==> src/sv/ffba_ram.sv <==
// Generic simple dual-port RAM with one write port and a registered read port.
module ffba_ram #(
    parameter int WIDTH = 8,
    parameter int DEPTH = 16
) (
    input  logic                     clk,
    input  logic                     wr_en,
    input  logic [$clog2(DEPTH)-1:0] wr_addr,
    input  logic [WIDTH-1:0]         wr_data,
    input  logic [$clog2(DEPTH)-1:0] rd_addr,
    output logic [WIDTH-1:0]         rd_data
);

    logic [WIDTH-1:0] mem [DEPTH];
    logic [WIDTH-1:0] rd_data_reg;

    always_ff @(posedge clk)
    begin
        if (wr_en)
        begin
            mem[wr_addr] <= wr_data;
        end
        rd_data_reg <= mem[rd_addr];
    end

    assign rd_data = rd_data_reg;

endmodule

==> config.mk <==
export PLATFORM = sky130hd
export DESIGN_NAME = ffba_ram
export DESIGN_NICKNAME = d
export VERILOG_FILES = /design/src/sv/ffba_ram.sv
export SDC_FILE = /design/constraint.sdc
export NUM_CORES = 1
export LEC_CHECK = 0
export CORE_UTILIZATION = 55
export CTS_BUF_LIST = sky130_fd_sc_hd__clkbuf_8
export CTS_CLUSTER_DIAMETER = 60
export CTS_CLUSTER_SIZE = 24
export DETAILED_ROUTE_END_ITERATION = 8
export DONT_BUFFER_PORTS = 1
export MAX_ROUTING_LAYER = met4
export PLACE_DENSITY = 0.71
export SYNTH_ARGS = -nofsm -noshare
export SYNTH_HDL_FRONTEND = slang
export SYNTH_SLANG_ARGS = --single-unit
==> constraint.sdc <==
create_clock -name clk -period 2.8 [get_ports clk]
set_clock_uncertainty 0.1 [all_clocks]
set_input_delay 0.42 -clock clk [delete_from_list [all_inputs] [get_ports clk]]
set_output_delay 0.42 -clock clk [all_outputs]
set_load 0.02 [all_outputs]
Yosys cells after proc, flatten, opt, wreduce, memory -nomap -nowiden
Memories as Yosys holds them, arrays and structs flattened. A register that Yosys moved wholly into a read port is not among the register bits.
Cells that the tools add are included.
Widths: inputs -> output; s select.
{"block": "op_classes", "reduce_logical": 0, "muxes": 2, "n_eq_ne": 0, "n_bitwise": 0, "order_cmp": 0, "n_addsub": 0, "shifts": 0, "n_div": 0, "multipliers": 0}
{"cell": "$mux 1", "count": 2}
{"block": "word_totals", "output_inout_bits": 8, "latch_bits": 0, "mem_bits_rw": 128, "reg_bits": 0, "romBits": 0, "wordCells": 3, "memories": 1}
{"name": "mem", "depth": 16, "width": 8, "rd": 1, "rd_clocked_by_memory_dff": 1, "wr": 1, "line_no": "14", "rtl": "logic [WIDTH-1:0] mem [DEPTH];"}

Logic depth before layout (Yosys ltp)
{"block": "logic_depth", "word_depth": 2, "ltp_mapped": 5, "mapped_depth_nobuf": 3}

Worst setup path before layout
OpenSTA, ideal clock, no wires.
{"block": "synth_timing", "path_type": "input port to flip-flop", "from": "in wr_addr[2]", "to": "mem mem[0][0], enable pin", "path_slack_ns": 0.787, "setup_time_ns": 0.383, "n_path_buf": 0, "t_required_ns": 2.317, "stages": 2, "arrival_time_ns": 1.530, "cell_sequence": "or3b_2 nor3_1"}
{"item": "start: declaration", "line_no": "8", "rtl": "input logic [$clog2(DEPTH)-1:0] wr_addr,"}
{"item": "end: declaration", "line_no": "14"}
Straight into the memory's write port.

Final worst setup path
{"block": "layout_timing", "from": "in wr_addr[2]", "to": "mem mem[2][4], enable pin"}
Straight into the memory's write port.

==> run summary <==
status: complete, no violations
fin crit share: 54.3%
RR Startpoint: mem[9][4]
die area: 9750 um2
Max Buffers Root-to-Sink: 2
die height: 98.7 um
share of cells above drive strength 1: 19.5%
Post-Layout Cell Count: 371
H-tree Lvls: 4
Crit path max-delay family: simple AND/OR/NAND/NOR gates
fin. max-slew vios: 0
number of DRC markers in iteration 0: 237
unrepaired setup endpoints after global routing: false
most area-consuming cells after synthesis: edfxtp_1 75%, mux4_2 7.9%, mux4_1 7.1%
# IOs: 26
Clk Latency, worst-skew pair: 0.42 ns
post-DP HPWL: 5540 um
Fin Setup TNS: 0 ns
Leak: 1.84 nW
Max stage delay cell, worst path: nor2_1
fillers: 609
Worst Path Max Fanout: 8
most common cell in the synthesized netlist: edfxtp_1
starting density of the core: 57.9%
worst relative slew slack: 47.2%
required time of the critical path: 2.75 ns
Max-cap violations: 0
Power, Total: 4.05 mW
vias in the first global route: 2318
post-synthesis average cell area: 22.5 um2
fin nets: 268
Hold WC Path Type: in -> reg
Post-Syn Area: 5150 um2
FF+latch count, synth: 136
Final Hold Vio Count: 0
Root Driver: clkbuf_8
final cell utilization of the core: 64.1%
Worst Setup Start Kind: primary input
initial antenna violation count: 1
via count: 2296
yosys warns: 0
Tot GR Track Use: 22.0%
achievable clock frequency: 0.658 GHz
row count: 34
CTS tree: yes
Clock transition at path regs: 0.07 ns
Avg Vias per Cell: 6.19
area share of the largest cell type after synthesis: 74.7%
reg-to-reg slack, setup: 1.29 ns
crit path from: wr_addr[2]
Max VDD drop: 355 uV
Critical Path Max Stage Delay: 0.55 ns
crit path capture type: register
R2R Path End: rd_data[4]
PwrDens: 710 nW/um2
Syn Nets: 247
largest net degree at the start of global routing: 33
Post-synth top cells: 128 x edfxtp_1, 18 x mux4_2, 16 x a22oi_1, 14 x mux4_1, 13 x nor2_1
Critical Path AT: 1.47 ns
setup violators final: 0
sequential-to-total area share from yosys stat: 77.8%
final wirelength: 9350 um
WP depth: 2
post-synth top area cell: edfxtp_1
count of different cell masters after synthesis: 19
WP buf/inv: 0
postcts setup bufs: 0
Remaining DRCs: 0
placed insts: 331
IO buf count: 0
synth-to-layout area growth: 10.7%
GP Congestion: 0.726
Syn Inst Count: 229
min Tclk post-route: 1.52 ns
die width: 98.7 um
final antenna-violating net count: 0
crit path kind: in -> reg
TritonCTS Buffers: 17
CP Cell Sequence: or3b_2 -> nor2_1
Core Region: 8890 um2
clk sink count: 136
Synth Flop Type: edfxtp_1
Reg2Reg Depth: 3
Async SR Flop Fraction: 0%
Worst setup endpoint: mem[2][4]
EDFF count, synth: 128
GRT overflow: 0
TritonRoute pass-1 iters: 5
WL/cell: 25.2 um
actual slew at the worst max-slew pin: 0.789 ns
max FFs per register: 128
first-pass GRT wire length: 14000 um
## worst register-to-register path: cells and delay by family, from the launching register on
family	cells	cell delay, ns
mux	1	0.57
flops	1	0.38
compound gates	1	0.24
simple gates	1	0.10
## kinds of logic (layout without fill, tap and decap cells)
kind of cell	Yosys count	in the layout	share of synthesized area, %
buffers and inverters	10	43	1.68
multiplexers	32	32	15.0
AND/OR/NAND/NOR	35	35	3.18
flip-flops	136	136	77.8
AO/OA/AOI/OAI	16	16	2.33
other	0	1	0
## repair_timing
action	4_1_cts	5_1_grt
resized for setup	0	0
endpoints found under the hold margin	128	0
hold buffers	8	0
endpoints found under the setup margin	0	0
## layer usage
layer	GRT usage, %	up-vias	part of all wire [%]
met4	7.35	0	0.66
met5	-	-	0
met1	31.4	1164	42
met3	6.45	4	8.8
met2	30.7	114	48
li1	-	1014	-
## worst min-delay path by stage
stage / startpoint / endpoint / slack, ns / depth (start not counted)
global placement: wr_data[2] / mem[3][2] / 0.42 / 0
global route: rd_addr[1] / rd_data[3] / 0.17 / 3
CTS: rd_addr[1] / rd_data[1] / 0.14 / 3
finish: rd_addr[1] / rd_data[1] / 0.19 / 3
detailed placement: wr_data[2] / mem[1][2] / 0.42 / 0
floorplan: wr_data[0] / mem[0][0] / 0.42 / 0
## area by class of cell
type	count	area [um2]	area share, %
Sequential cell	136	4000	70.3
Tap cell	108	135	2.37
Multi-Input combinational cell	83	1060	18.6
Clock inverter	14	156	2.74
Antenna cell	1	2.50	0.0439
Timing Repair Buffer	12	110	1.93
Clock buffer	17	234	4.11
## stage by stage
step / instance area, um2 / worst slack, ns / hold slack, ns
2_1_floorplan: 5150 / 0.787 / 0.419
3_3_place_gp: 5230 / 0.884 / 0.420
3_5_place_dp: 5230 / 0.809 / 0.420
4_1_cts: 5700 / 1.24 / 0.145
5_1_grt: 5700 / 1.24 / 0.167
6_report: 5700 / 1.28 / 0.192
## cells in the final DEF (no fill, tap or decap), types with 4 or more instances in the layout
master	netlist	layout
a22oi_1	16	16
nand2_1	9	9
dfxtp_1	8	8
mux4_1	14	14
edfxtp_1	128	128
nor2_1	13	13
nor3_1	4	4
clkbuf_8	0	17
buf_4	1	4
dlygate4sd3_1	0	8
mux4_2	18	18
## power breakdown
| group | switching, mW | internal (mW) |
|---|---|---|
| Sequential | 0.0297 | 2.27 |
| Combinational | 0.0869 | 0.0730 |
| Clock | 0.718 | 0.866 |
| Total | 0.835 | 3.21 |
No activity file was read; power rests on OpenSTA's default activity.
