==> src/sv/ffba_pkg.sv <==
// Shared types, constants and codes of the first-fit block allocator.
package ffba_pkg;

    localparam int HEAP_BYTES = 65536;
    localparam int GRANULE_BYTES = 16;
    localparam int GRANULES = HEAP_BYTES / GRANULE_BYTES;
    localparam int GRAN_W = $clog2(GRANULES);
    localparam int SIZE_W = GRAN_W;
    localparam int ENTRY_W = SIZE_W + 1;
    localparam int NEED_W = 13;
    localparam int TARGET_W = 12;
    localparam int CMP_W = (GRAN_W + 1 > NEED_W) ? GRAN_W + 1 : NEED_W;
    localparam int PAY_W = (GRAN_W + 5 > 16) ? GRAN_W + 5 : 16;

    localparam logic [GRAN_W-1:0] PROLOGUE_HDR = GRAN_W'(1);
    localparam logic [GRAN_W-1:0] FIRST_FREE_HDR = GRAN_W'(3);
    localparam logic [GRAN_W-1:0] TERM_HDR = GRAN_W'(GRANULES - 1);
    localparam logic [SIZE_W-1:0] PROLOGUE_SIZE = SIZE_W'(2);
    localparam logic [SIZE_W-1:0] FIRST_FREE_SIZE = SIZE_W'(GRANULES - 4);
    localparam logic [SIZE_W-1:0] SPLIT_MIN_GRANULES = SIZE_W'(3);
    localparam logic [16:0] NEED_ROUND = 17'd47;
    localparam logic [15:0] MIN_FREE_ADDR = 16'd32;

    localparam logic MODE_ALLOC = 1'b0;
    localparam logic MODE_FREE = 1'b1;

    localparam logic [1:0] STATUS_OK = 2'd0;
    localparam logic [1:0] STATUS_NOMEM = 2'd1;
    localparam logic [1:0] STATUS_BADADDR = 2'd2;

    typedef struct packed {
        logic        mode;
        logic [15:0] request_bytes;
        logic [15:0] free_address;
    } ffba_in_t;

    typedef struct packed {
        logic [15:0] payload_address;
        logic [1:0]  status;
    } ffba_out_t;

    typedef struct packed {
        logic              alloc;
        logic [SIZE_W-1:0] size;
    } hdr_entry_t;

    typedef enum logic [2:0] {
        S_INIT_PRO,
        S_INIT_FREE,
        S_INIT_TERM,
        S_IDLE,
        S_WALK,
        S_SPLIT,
        S_DONE
    } ffba_state_t;

endpackage

==> src/sv/ffba_out_reg.sv <==
// Output register that holds a finished result until its transfer.
module ffba_out_reg
    import ffba_pkg::*;
(
    input  logic      clk,
    input  logic      rst_n,
    input  logic      res_valid,
    output logic      res_ready,
    input  ffba_out_t res_data,
    output logic      out_valid,
    input  logic      out_ready,
    output ffba_out_t out_data
);

    logic      out_valid_reg, out_valid_next;
    ffba_out_t out_data_reg;

    assign res_ready = !out_valid_reg || out_ready;

    always_comb
    begin
        out_valid_next = out_valid_reg;
        if (res_ready)
        begin
            out_valid_next = res_valid;
        end
    end

    always_ff @(posedge clk or negedge rst_n)
    begin
        if (!rst_n)
        begin
            out_valid_reg <= 1'b0;
        end
        else
        begin
            out_valid_reg <= out_valid_next;
        end
    end

    always_ff @(posedge clk)
    begin
        if (res_ready && res_valid)
        begin
            out_data_reg <= res_data;
        end
    end

    assign out_valid = out_valid_reg;
    assign out_data = out_data_reg;

endmodule

==> config.mk <==
export PLATFORM = sky130hd
export DESIGN_NAME = ffba_out_reg
export DESIGN_NICKNAME = d
export VERILOG_FILES = /design/src/sv/ffba_pkg.sv /design/src/sv/ffba_out_reg.sv
export SDC_FILE = /design/constraint.sdc
export NUM_CORES = 1
export LEC_CHECK = 0
export ABC_AREA = 1
export BUFFER_PORTS_ARGS = -buffer_cell sky130_fd_sc_hd__buf_2
export CAP_MARGIN = 20
export CORE_MARGIN = 5
export CORE_UTILIZATION = 35
export CTS_BUF_LIST = sky130_fd_sc_hd__clkbuf_4 sky130_fd_sc_hd__clkbuf_8
export CTS_CLUSTER_SIZE = 28
export DETAILED_ROUTE_END_ITERATION = 10
export PLACE_DENSITY = 0.79
export RECOVER_POWER = 25
export SLEW_MARGIN = 10
export SYNTH_ARGS = -nofsm -noshare
export SYNTH_HDL_FRONTEND = slang
export SYNTH_SLANG_ARGS = --single-unit
==> constraint.sdc <==
create_clock -name clk -period 5.1 [get_ports clk]
set_input_delay 0.255 -clock clk [delete_from_list [all_inputs] [get_ports clk]]
set_output_delay 0.255 -clock clk [all_outputs]
set_load 0.02 [all_outputs]
[Yosys cells after proc, flatten, opt, wreduce, memory -nomap -nowiden]
Cells that the tools add are included.
Operators by class
  reduce and logical (&&, ||, !) cells: 3
Operators with widths (count)
  $logic_and A1 B1 Y1: 1
  $logic_not A1 Y1: 1
  $logic_or A1 B1 Y1: 1
Word-level totals
  register bits after elaboration: 19
  input port bits: 22
  output and inout bits: 20
  logic and storage cells: 6

[Depth between registers and ports, before layout]
Gate-level depths: netlist of run 1.
  depth after elaboration: 3
  gate-level depth with buffers: 3

[Worst setup path after synthesis of run 1]
Ideal clock, no wire load.
  kind: register -> register
  from: register out_valid_reg, in the netlist out_valid
  to: register out_data_reg, in the netlist out_data[0] (enable)
  setup time: 0.399 ns
  data arrival time: 1.427 ns
  slack: 3.274 ns
  cell stages (with the launch flop): 2
  path buffers: 0
  clock period less this slack: 1.826 ns
  path through: dfrtp_1 > a21oi_1
Between the ends
  word-level cells in the longest chain between the ends: 3
RTL lines
  from (decl): line ffba_out_reg.sv:15  | logic out_valid_reg, out_valid_next;
  from (signal assigned): line ffba_out_reg.sv:37  | out_valid_reg <= out_valid_next;
  $logic_not A1 Y1: line ffba_out_reg.sv:18  | assign res_ready = !out_valid_reg || out_ready;
  $logic_or A1 B1 Y1: line ffba_out_reg.sv:18
  $logic_and A1 B1 Y1: line ffba_out_reg.sv:43  | if (res_ready && res_valid)
  to (signal assigned): line ffba_out_reg.sv:45  | out_data_reg <= res_data;
  to (decl): line ffba_out_reg.sv:16  | ffba_out_t out_data_reg;
Every way passes these cells.
A chain may end at the register's enable or synchronous reset.

[Final worst setup path of run 1]
  from: register out_valid_reg, in the netlist out_valid
  to: output port res_ready
Between the ends
  word-level cells in the longest chain between the ends: 2
RTL lines
  $logic_not A1 Y1: line ffba_out_reg.sv:18
  $logic_or A1 B1 Y1: line ffba_out_reg.sv:18
  to (decl): line ffba_out_reg.sv:8  | output logic res_ready,
Every way passes these cells.

==> impl_metrics.py, run 1 <==
metrics = {
    "clock_network": {
        "cts.sinks": 19,
        "worstSkewPairLatency_ns": 0.29,
        "clk_pin_slew_ns": 0.11,
        "htreeDepth": 1,
        "cts_tree": "done",
        "clockRootBuffer": "clkbuf_4",
        "cts_buffers": 3,
        "clockBufferDepth": 2,
        "post_cts_resize_count": 0,
    },
    "sta": {
        "setup_viol": 0,
        "hold_viol_final": 0,
        "fmax_mhz": 834,
        "relSlewSlack_pct": 85.0,
        "fin_crit_ns": 1.20,
        "finClkSkew_ns": 0.00311,
        "tns_ns": 0,
        "grt_setup_unrepaired": "no",
        "worst_pin_slew_ns": 0.224,
        "report.final.slew_viol_count": 0,
        "period_share_pct": 23.5,
    },
    "placement": {
        "dp_hpwl_um": 970,
        "gp_congestion": 0.671,
        "portBuffers": 41,
    },
    "synthesis": {
        "synth_top_family_by_area": "buffers and inverters",
        "synth_xor_area_share_pct": 0,
        "synth-compound-area-share_pct": 0.855,
        "yosys-top-cells-count": "edfxtp_1, inv_1, nand2_1",
        "synthSimpleGateAreaFrac_pct": 1.28,
        "synth_edf_count": 18,
        "synthCells": 24,
        "synth_cell_types": 5,
        "syn_avg_cell_area_um2": 24.4,
        "ys.warnings.count": 0,
        "yosysTopAreaCellShare_pct": 92.3,
        "synthFlopType": "edfxtp_1",
        "synth_mux_area_share_pct": 0,
        "synth_async_sr_flop_share_pct": 5.26,
        "synth.area.top_cells": "edfxtp_1, dfrtp_1, inv_1, nand2_1, a21oi_1",
        "yosysSeqAreaShare_pct": 96.6,
        "syn_area_um2": 586,
        "yosys.cell_count.top_type": "edfxtp_1",
        "syn_nets": 46,
        "synth_top_cell_by_area": "edfxtp_1",
        "yosys_register_bits": 19,
        "yosys.area_share.adder_pct": 0,
    },
    "power_and_ir_drop": {
        "power.share.combinational_pct": 11.5,
        "power_density_nw_per_um2": 338,
        "peakVddDrop_mv": 0.160,
        "power_switching_mw": 0.0668,
        "swShare_pct": 23.1,
        "internal-power_mw": 0.223,
        "leakage_nw": 0.387,
        "p_clk_share_pct": 25.3,
        "seqPwrFrac_pct": 63.2,
    },
    "min_path": {
        "min_path_cells": 1,
        "min_to": "out_data[5]$_DFFE_PP_",
        "min-delay-start": "res_data[5]",
        "hp-class": "in2reg",
    },
    "layout": {
        "fin_nets": 94,
        "n_fill_cell": 137,
        "diodes": 0,
        "largest_reg_flops": 18,
        "regArea_um2": 566,
        "area_delta_synth_final_pct": 46.2,
        "fin_util_pct": 55.5,
        "post_route_cells_drive_above_1_share_pct": 64.8,
        "multi_input_area_um2": 12.5,
    },
    "route": {
        "drt_iter0_drc": 3,
        "wirelength_um": 1210,
        "drc": 0,
        "num_vias": 374,
        "antenna_left": 0,
        "wl_per_cell_um": 13.9,
        "first_pass_iters": 2,
        "via_per_inst": 4.30,
    },
    "setup_path": {
        "cp_max_fo": 3,
        "crit_path_start_kind": "register",
        "worstReg2RegEnd": "out_data[10]$_DFFE_PP_",
        "worstPathRequired_ns": 4.85,
        "slowest_stage": "dfrtp_1",
        "reg2reg_slack_ns": 3.98,
        "worstPathArrival_ns": 0.94,
        "crit_chain": "nand2_1 -> buf_2",
        "max_stage_delay_ns": 0.41,
        "cp-end-kind": "output pin",
        "r2r_start": "out_valid$_DFFE_PN0P_",
        "rr_worst_depth": 2,
        "path_class": "reg2out",
    },
    "global_routing": {
        "grt_max_degree": 19,
        "grt_pass1_wl_um": 1860,
        "gr-usage-all-layers_pct": 9.94,
        "grt_pass1_vias": 419,
        "grt_overflow": 0,
        "antenna_found_initial": 0,
    },
    "floorplan": {
        "io_pins": 42,
        "fp.dieW_um": 50.9,
        "core_um2": 1540,
        "die_y_um": 50.9,
        "die-area_um2": 2590,
        "start_util_pct": 38.0,
        "rows": 14,
    },
    "run_status": {
        "run_status": "complete, no violations",
    },
    "flow_run": {
        "cap_violations": 0,
    },
}
[cell type report]
| class | count | share of cell area (%) |
|---|---|---|
| clock inverter | 1 | 0.585 |
| timing repair buffer | 43 | 26.0 |
| clock buffer | 3 | 2.63 |
| multi-input combinational | 3 | 1.46 |
| inverter | 2 | 0.877 |
| tap | 16 | 2.34 |
| sequential | 19 | 66.1 |
[metal layers]
| layer | wire length [um] | vias to the layer above | part of all wire (%) | GRT usage (%) |
|---|---|---|---|---|
| li1 | - | 183 | - | - |
| met1 | 486 | 171 | 40 | 10.8 |
| met2 | 611 | 18 | 51 | 16.1 |
| met3 | 95 | 2 | 7.9 | 3.78 |
| met4 | 12 | 0 | 1.0 | 6.38 |
| met5 | 0 | - | 0 | 0 |
[through the flow]
step | power (mW) | worst slack [ns] | hold WS (ns) | instance area, um2 | std cells
after floorplan | 0.202 | 3.27 | -0.0406 | 586 | 24
after global placement | 0.219 | 4.02 | 0.0302 | 818 | 82
after detailed placement | 0.220 | 3.99 | 0.0316 | 818 | 82
after CTS | 0.293 | 3.88 | 0.124 | 856 | 87
after global routing | 0.304 | 3.83 | 0.111 | 856 | 87
final | 0.290 | 3.90 | 0.135 | 856 | 87
[timing repair]
action,4_1_cts,5_1_grt
setup endpoints to repair,0,0
hold buffers,1,0
setup buffers,0,0
endpoints found under the hold margin,1,0
[layout by cell type (no fill, tap or decap), drive strengths merged]
cell type	instances
clkbuf	3
clkinv	1
edfxtp	18
inv	2
nand2	2
dfrtp	1
buf	42
dlygate4sd3	1
a21oi	1
[worst max-delay path by stage]
stage                                from                      to  depth (start not counted)
global placement    out_valid$_DFFE_PN0P_  out_data[11]$_DFFE_PP_                          2
CTS                 out_valid$_DFFE_PN0P_               res_ready                          2
floorplan           out_valid$_DFFE_PN0P_   out_data[0]$_DFFE_PP_                          1
detailed placement  out_valid$_DFFE_PN0P_   out_data[4]$_DFFE_PP_                          2
global route        out_valid$_DFFE_PN0P_               res_ready                          2
finish              out_valid$_DFFE_PN0P_               res_ready                          2
[critical path, delay by kind of cell (launching register included)]
family | cells | cell delay, ns
AND/OR/NAND/NOR | 1 | 0.09
buffers and inverters | 1 | 0.16
flip-flops | 1 | 0.41
[power by group through the flow]
stage / sequential, mW / clock, mW / combinational, mW
after global routing: 0.184 / 0.0840 / 0.0360
after floorplan: 0.198 / 0 / 0.00443
after detailed placement: 0.187 / 0 / 0.0334
after CTS: 0.183 / 0.0762 / 0.0340
after global placement: 0.186 / 0 / 0.0325
final: 0.183 / 0.0733 / 0.0334
[cell families after synthesis]
kind of cell	Yosys count
AO/OA/AOI/OAI	1
buffers and inverters	2
flip-flops	19
AND/OR/NAND/NOR	2
Note: power is estimated with default switching activity, not from simulation.
==> inputs of run 2 (changes only) <==
--- a/config.mk
+++ b/config.mk
@@ -5,7 +5,7 @@
 export SDC_FILE = /design/constraint.sdc
 export NUM_CORES = 1
 export LEC_CHECK = 0
-export ABC_AREA = 1
+export ABC_AREA = 0
 export BUFFER_PORTS_ARGS = -buffer_cell sky130_fd_sc_hd__buf_2
 export CAP_MARGIN = 20
 export CORE_MARGIN = 5
@@ -13,7 +13,7 @@
 export CTS_BUF_LIST = sky130_fd_sc_hd__clkbuf_4 sky130_fd_sc_hd__clkbuf_8
 export CTS_CLUSTER_SIZE = 28
 export DETAILED_ROUTE_END_ITERATION = 10
-export PLACE_DENSITY = 0.79
+export PLACE_DENSITY = 0.82
 export RECOVER_POWER = 25
 export SLEW_MARGIN = 10
 export SYNTH_ARGS = -nofsm -noshare
==> constraint.sdc (replaced) <==
create_clock -name clk -period 1 [get_ports clk]
set_input_delay 0.05 -clock clk [delete_from_list [all_inputs] [get_ports clk]]
set_output_delay 0.05 -clock clk [all_outputs]
set_load 0.02 [all_outputs]
==> run 2 against run 1 <==
  * The run now ends with setup timing left
  * Clock power grew to 5.3 times the previous value
  * Global-route usage grew 1.5 points
  * First-iteration DRC count shrank 67%
  * Highest routed layer unchanged
  * Non-clock buffer count rose by 20
  * Count of clock-buffer cells in the layout is 1 higher
  * Worst hold slack worse by 0.077 ns
  * Core utilization increased by 14 points
  * Critical endpoint unchanged
  * Combinational power grew to 7.5 times the previous value
  * Clock skew is 0.0023 ns lower
  * Final area up 27%
  * Register-to-register slack lost 4.0 ns
==> impl_metrics.py, run 2 <==
metrics = {
    "setup_path": {
        "path_class": "reg2out",
        "crit_chain": "nand2b_4 -> buf_6 -> buf_6",
        "cp_max_fo": 3,
        "crit_family": "flip-flops",
        "worstPathArrival_ns": 0.99,
        "worstPathRequired_ns": 0.95,
        "path_common_cell": "buf_6",
        "max_stage_delay_ns": 0.43,
        "reg2reg_slack_ns": 0,
        "cp-end-kind": "output pin",
        "cp_num_buf_inv": 2,
        "worstReg2RegEnd": "out_data[3]$_DFFE_PP_",
        "cp.depth": 3,
        "slowest_stage": "dfrtp_2",
        "r2r_start": "out_valid$_DFFE_PN0P_",
        "rr_worst_depth": 2,
        "crit_path_start_kind": "register",
    },
    "run_status": {
        "violations": "setup timing",
        "run_status": "complete, but fails checks",
    },
    "sta": {
        "setup_viol": 6,
        "fin_crit_ns": 1.04,
        "worst_pin_slew_ns": 0.123,
        "hold_ws_ns": 0.0573,
        "fmax_mhz": 960,
        "period_share_pct": 104,
        "finClkSkew_ns": 0.000803,
        "grt_setup_unrepaired": "yes",
        "report.final.slew_viol_count": 0,
        "hold_viol_final": 0,
        "worst_slack_ns": -0.0422,
        "relSlewSlack_pct": 91.8,
        "tns_ns": -0.0431,
    },
    "synthesis": {
        "synth_cell_types": 5,
        "yosysTopAreaCellShare_pct": 90.9,
        "syn_area_um2": 594,
        "synth_edf_count": 18,
        "synthFlopType": "edfxtp_1",
        "yosys.cell_count.top_type": "edfxtp_1",
        "yosys_register_bits": 19,
        "ys.warnings.count": 0,
        "synth_async_sr_flop_share_pct": 5.26,
        "syn_nets": 44,
        "synth.area.top_cells": "edfxtp_1, dfrtp_1, nand2b_4, and2_4, nand2b_1",
        "synth_top_cell_by_area": "edfxtp_1",
        "yosysSeqAreaShare_pct": 95.2,
        "syn_avg_cell_area_um2": 27.0,
        "synthCells": 22,
        "yosys-top-cells-count": "edfxtp_1, and2_4, dfrtp_1, nand2b_1, nand2b_4",
    },
    "clock_network": {
        "htreeDepth": 1,
        "clockRootBuffer": "clkbuf_4",
        "clockBufferDepth": 2,
        "cts_tree": "done",
        "clk_pin_slew_ns": 0.09,
        "worstSkewPairLatency_ns": 0.28,
        "cts.sinks": 19,
        "cts_buffers": 3,
    },
    "route": {
        "wirelength_um": 1360,
        "drt_iter0_drc": 1,
        "drc": 0,
        "wl_per_cell_um": 12.8,
        "first_pass_iters": 2,
        "num_vias": 452,
        "via_per_inst": 4.26,
        "antenna_left": 0,
    },
    "layout": {
        "n_fill_cell": 101,
        "multi_input_area_um2": 37.5,
        "diodes": 0,
        "layout_commonest_cell": "buf_2",
        "fin_nets": 113,
        "area_delta_synth_final_pct": 82.5,
        "layout.cells.non_filler": 106,
        "post_route_cells_drive_above_1_share_pct": 56.7,
        "regArea_um2": 567,
        "fin_util_pct": 69.6,
        "largest_reg_flops": 18,
        "final_cell_mix": "buf_2, dlygate4sd3_1, edfxtp_1",
    },
    "power_and_ir_drop": {
        "finalPower_mw": 1.57,
        "leakage_nw": 0.477,
        "peakVddDrop_mv": 0.877,
        "power_density_nw_per_um2": 1450,
    },
    "global_routing": {
        "grt_overflow": 0,
        "grt_pass1_vias": 465,
        "grt_pass1_wl_um": 2010,
        "antenna_found_initial": 0,
        "gr-usage-all-layers_pct": 11.4,
        "grt_max_degree": 11,
    },
    "floorplan": {
        "fp.dieW_um": 51.2,
        "rows": 14,
        "die-area_um2": 2620,
        "start_util_pct": 38.1,
        "die_y_um": 51.2,
        "io_pins": 42,
        "core_um2": 1560,
    },
    "placement": {
        "gp_congestion": 0.602,
        "portBuffers": 41,
        "dp.cells": 80,
    },
    "min_path": {
        "hp-class": "in2async",
    },
    "flow_run": {
        "cap_violations": 0,
    },
}
run 2: cell count changes in the layout (fill, tap and decap cells not counted), moves of 2 or more:
cell	before	now
and2_4	0	2
buf_6	0	2
dlygate4sd3_1	1	20
inv_1	2	0
nand2_1	2	0
run 2: report_power, final:
part	total, mW	internal, mW	switching, mW
sequential	0.933	0.923	0.0104
clock	0.388	0.182	0.206
combinational	0.249	0.132	0.118
run 2: worst max path at each step:
stage,from,to,slack (ns)
after floorplan,out_valid$_DFFE_PN0P_,out_data[0]$_DFFE_PP_,-0.15
after global placement,out_valid$_DFFE_PN0P_,out_data[17]$_DFFE_PP_,-0.06
after detailed placement,out_valid$_DFFE_PN0P_,out_data[7]$_DFFE_PP_,-0.08
after CTS,out_valid$_DFFE_PN0P_,res_ready,-0.07
after global routing,out_valid$_DFFE_PN0P_,res_ready,-0.13
final,out_valid$_DFFE_PN0P_,res_ready,-0.04
run 2: metal layers:
layer,global-route usage (%),up-vias,wire [um]
met4,9.42,0,9
li1,-,222,-
met1,10.9,201,483
met3,3.20,2,147
met5,0,-,0
met2,20.2,27,717
run 2: layout make-up:
class	count	area share [%]
clock buffers	4	2.77
well taps	16	1.85
flip-flops and latches	19	52.2
multi-input cells	4	3.46
repair buffers	63	39.7
run 2: cell families after synthesis:
kind of cell,after synthesis,synth area share (%)
DFF,19,95.2
and+or+nand+nor,3,4.84
run 2: what timing repair did:
| item | CTS | global route |
|---|---|---|
| hold buffers | 20 | 0 |
| gates resized for setup | 4 | 0 |
| pin swaps | 0 | 0 |
| setup endpoints to repair | 19 | 19 |
| gates cloned | 1 | 0 |
| setup buffers | 0 | 1 |
| hold endpoints to repair | 20 | 0 |
run 2: stage by stage:
| stage | setup WS [ns] | area (um2) |
|---|---|---|
| 2_1_floorplan | -0.145 | 596 |
| 3_3_place_gp | -0.0561 | 828 |
| 3_5_place_dp | -0.0799 | 828 |
| 4_1_cts | -0.0683 | 1080 |
| 5_1_grt | -0.129 | 1080 |
| 6_report | -0.0422 | 1080 |
==> inputs of run 3 (changes only) <==
--- a/config.mk
+++ b/config.mk
@@ -8,12 +8,11 @@
 export ABC_AREA = 0
 export BUFFER_PORTS_ARGS = -buffer_cell sky130_fd_sc_hd__buf_2
 export CAP_MARGIN = 20
-export CORE_MARGIN = 5
 export CORE_UTILIZATION = 35
 export CTS_BUF_LIST = sky130_fd_sc_hd__clkbuf_4 sky130_fd_sc_hd__clkbuf_8
 export CTS_CLUSTER_SIZE = 28
 export DETAILED_ROUTE_END_ITERATION = 10
-export PLACE_DENSITY = 0.82
+export PLACE_DENSITY = 0.79
 export RECOVER_POWER = 25
 export SLEW_MARGIN = 10
 export SYNTH_ARGS = -nofsm -noshare
==> constraint.sdc (replaced) <==
create_clock -name clk -period 1.34 [get_ports clk]
set_input_delay 0.067 -clock clk [delete_from_list [all_inputs] [get_ports clk]]
set_output_delay 0.067 -clock clk [all_outputs]
set_load 0.02 [all_outputs]
==> run 3 against run 2 <==
  * The run now ends clean
  * Critical path depth fell by 1
  * Combinational power is 32% lower
  * Critical path type is now reg2reg
  * Core utilization fell by 1.7 points
  * Global-route usage rose by 1.6 points
  * Routed wire length is 13% lower
==> impl_metrics.py, run 3 (synthesis results as in run 2) <==
metrics = {
    "sta": {
        "period_share_pct": 81.7,
        "tns_ns": 0,
        "hold_ws_ns": 0.0515,
        "fin_crit_ns": 1.09,
        "relSlewSlack_pct": 84.5,
        "worst_pin_slew_ns": 0.232,
        "hold_viol_final": 0,
        "grt_setup_unrepaired": "no",
        "fmax_mhz": 914,
        "report.final.slew_viol_count": 0,
        "setup_viol": 0,
        "finClkSkew_ns": 0.00437,
    },
    "setup_path": {
        "worstPathArrival_ns": 1.08,
        "crit_chain": "nand2b_4 -> and2_4",
        "cp_max_fo": 18,
        "crit_family": "flip-flops",
        "cp-startpoint": "out_valid$_DFFE_PN0P_",
        "cp-end-kind": "register",
        "rr_worst_depth": 2,
        "worstReg2RegEnd": "out_data[4]$_DFFE_PP_",
        "cp_num_buf_inv": 0,
        "path_class": "reg2reg",
        "cp.depth": 2,
        "r2r_start": "out_valid$_DFFE_PN0P_",
        "slowest_stage": "dfrtp_1",
        "max_stage_delay_ns": 0.42,
        "endpoint": "out_data[4]$_DFFE_PP_",
        "reg2reg_slack_ns": 0.25,
        "worstPathRequired_ns": 1.33,
        "crit_path_start_kind": "register",
    },
    "power_and_ir_drop": {
        "internal-power_mw": 0.886,
        "seqPwrFrac_pct": 60.6,
        "power_density_nw_per_um2": 1100,
        "swShare_pct": 23.0,
        "p_clk_share_pct": 24.6,
        "leakage_nw": 0.457,
        "power_switching_mw": 0.264,
        "peakVddDrop_mv": 0.662,
        "power.share.combinational_pct": 14.8,
    },
    "min_path": {
        "hp-class": "in2reg",
        "min-delay-start": "out_ready",
    },
    "layout": {
        "fin_nets": 110,
        "layout.cells.non_filler": 103,
        "post_route_cells_drive_above_1_share_pct": 52.9,
        "diodes": 0,
        "layout_commonest_cell": "buf_2",
        "n_fill_cell": 117,
        "fin_util_pct": 67.9,
        "largest_reg_flops": 18,
        "final_cell_mix": "buf_2, dlygate4sd3_1, edfxtp_1",
        "area_delta_synth_final_pct": 76.0,
    },
    "clock_network": {
        "clockBufferDepth": 2,
        "htreeDepth": 1,
        "cts_buffers": 3,
        "worstSkewPairLatency_ns": 0.29,
        "cts.sinks": 19,
        "clockRootBuffer": "clkbuf_4",
        "clk_pin_slew_ns": 0.10,
        "cts_tree": "done",
    },
    "run_status": {
        "run_status": "complete, no violations",
    },
    "placement": {
        "gp_congestion": 0.664,
        "portBuffers": 41,
        "dp.cells": 79,
    },
    "route": {
        "wl_per_cell_um": 11.5,
        "wirelength_um": 1190,
        "via_per_inst": 4.28,
        "drt_iter0_drc": 5,
        "antenna_left": 0,
        "drc": 0,
        "num_vias": 441,
        "first_pass_iters": 4,
    },
    "floorplan": {
        "start_util_pct": 38.6,
        "die_y_um": 43.2,
        "rows": 14,
        "fp.dieW_um": 43.2,
        "io_pins": 42,
        "core_um2": 1540,
        "die-area_um2": 1870,
    },
    "global_routing": {
        "grt_pass1_wl_um": 1720,
        "grt_overflow": 0,
        "grt_pass1_vias": 420,
        "gr-usage-all-layers_pct": 13.0,
        "antenna_found_initial": 0,
        "grt_max_degree": 19,
    },
    "flow_run": {
        "cap_violations": 0,
    },
}
run 3: cell count changes in the layout (fill, tap and decap cells not counted), sizes merged:
cell	before	now
and2	2	1
buf	43	40
clkinv	0	1
run 3: layer usage:
metal / part of all wire, % / vias up / wire [um] / global-route usage [%]
met1: 36 / 199 / 432 / 14.0
li1: - / 214 / - / -
met2: 57 / 28 / 675 / 23.9
met4: 0 / 0 / 0 / 5.45
met5: 0 / - / 0 / 0
met3: 6.6 / 0 / 78 / 2.98
run 3: cell type report:
class	instances	area [um2]	area share (%)
Multi-Input combinational cell	3	28.8	2.75
Timing Repair Buffer	61	404	38.6
Tap cell	16	20.0	1.91
Sequential cell	19	566	54.1
Clock buffer	3	22.5	2.15
Clock inverter	1	5.00	0.478
run 3: what timing repair did:
item | in CTS | in global routing
gates resized for setup | 0 | 0
buffers inserted | 0 | 0
hold buffers | 20 | 0
endpoints found under the hold margin | 20 | 0
setup endpoints to repair | 0 | 0
run 3: stage by stage:
stage               power, mW  setup WS (ns)  cell area, um2
floorplan               0.774          0.160             594
global placement        0.833          0.280             820
detailed placement      0.837          0.250             820
CTS                      1.15          0.236            1050
global route             1.20          0.193            1050
finish                   1.15          0.246            1050
run 3: tightest hold or removal path, cell delays in order:
cell and delay (ns):
buf_2 0.08, nand2b_4 0.11, nand2b_1 0.05
run 3: worst min path at each step:
stage,cells past startpoint,slack [ns],end
after CTS,2,0.06,out_valid$_DFFE_PN0P_
after global routing,2,0.05,out_valid$_DFFE_PN0P_
final,3,0.05,out_valid$_DFFE_PN0P_
after detailed placement,1,-0.16,out_valid$_DFFE_PN0P_
after global placement,1,-0.16,out_valid$_DFFE_PN0P_
after floorplan,0,-0.23,out_valid$_DFFE_PN0P_
run 3: power groups by stage:
stage               Combinational [mW]  Clock, mW  Sequential [mW]
floorplan                       0.0208          0            0.753
finish                           0.170      0.283            0.697
global route                     0.181      0.317            0.699
detailed placement               0.126          0            0.711
CTS                              0.171      0.283            0.697
global placement                 0.124          0            0.709
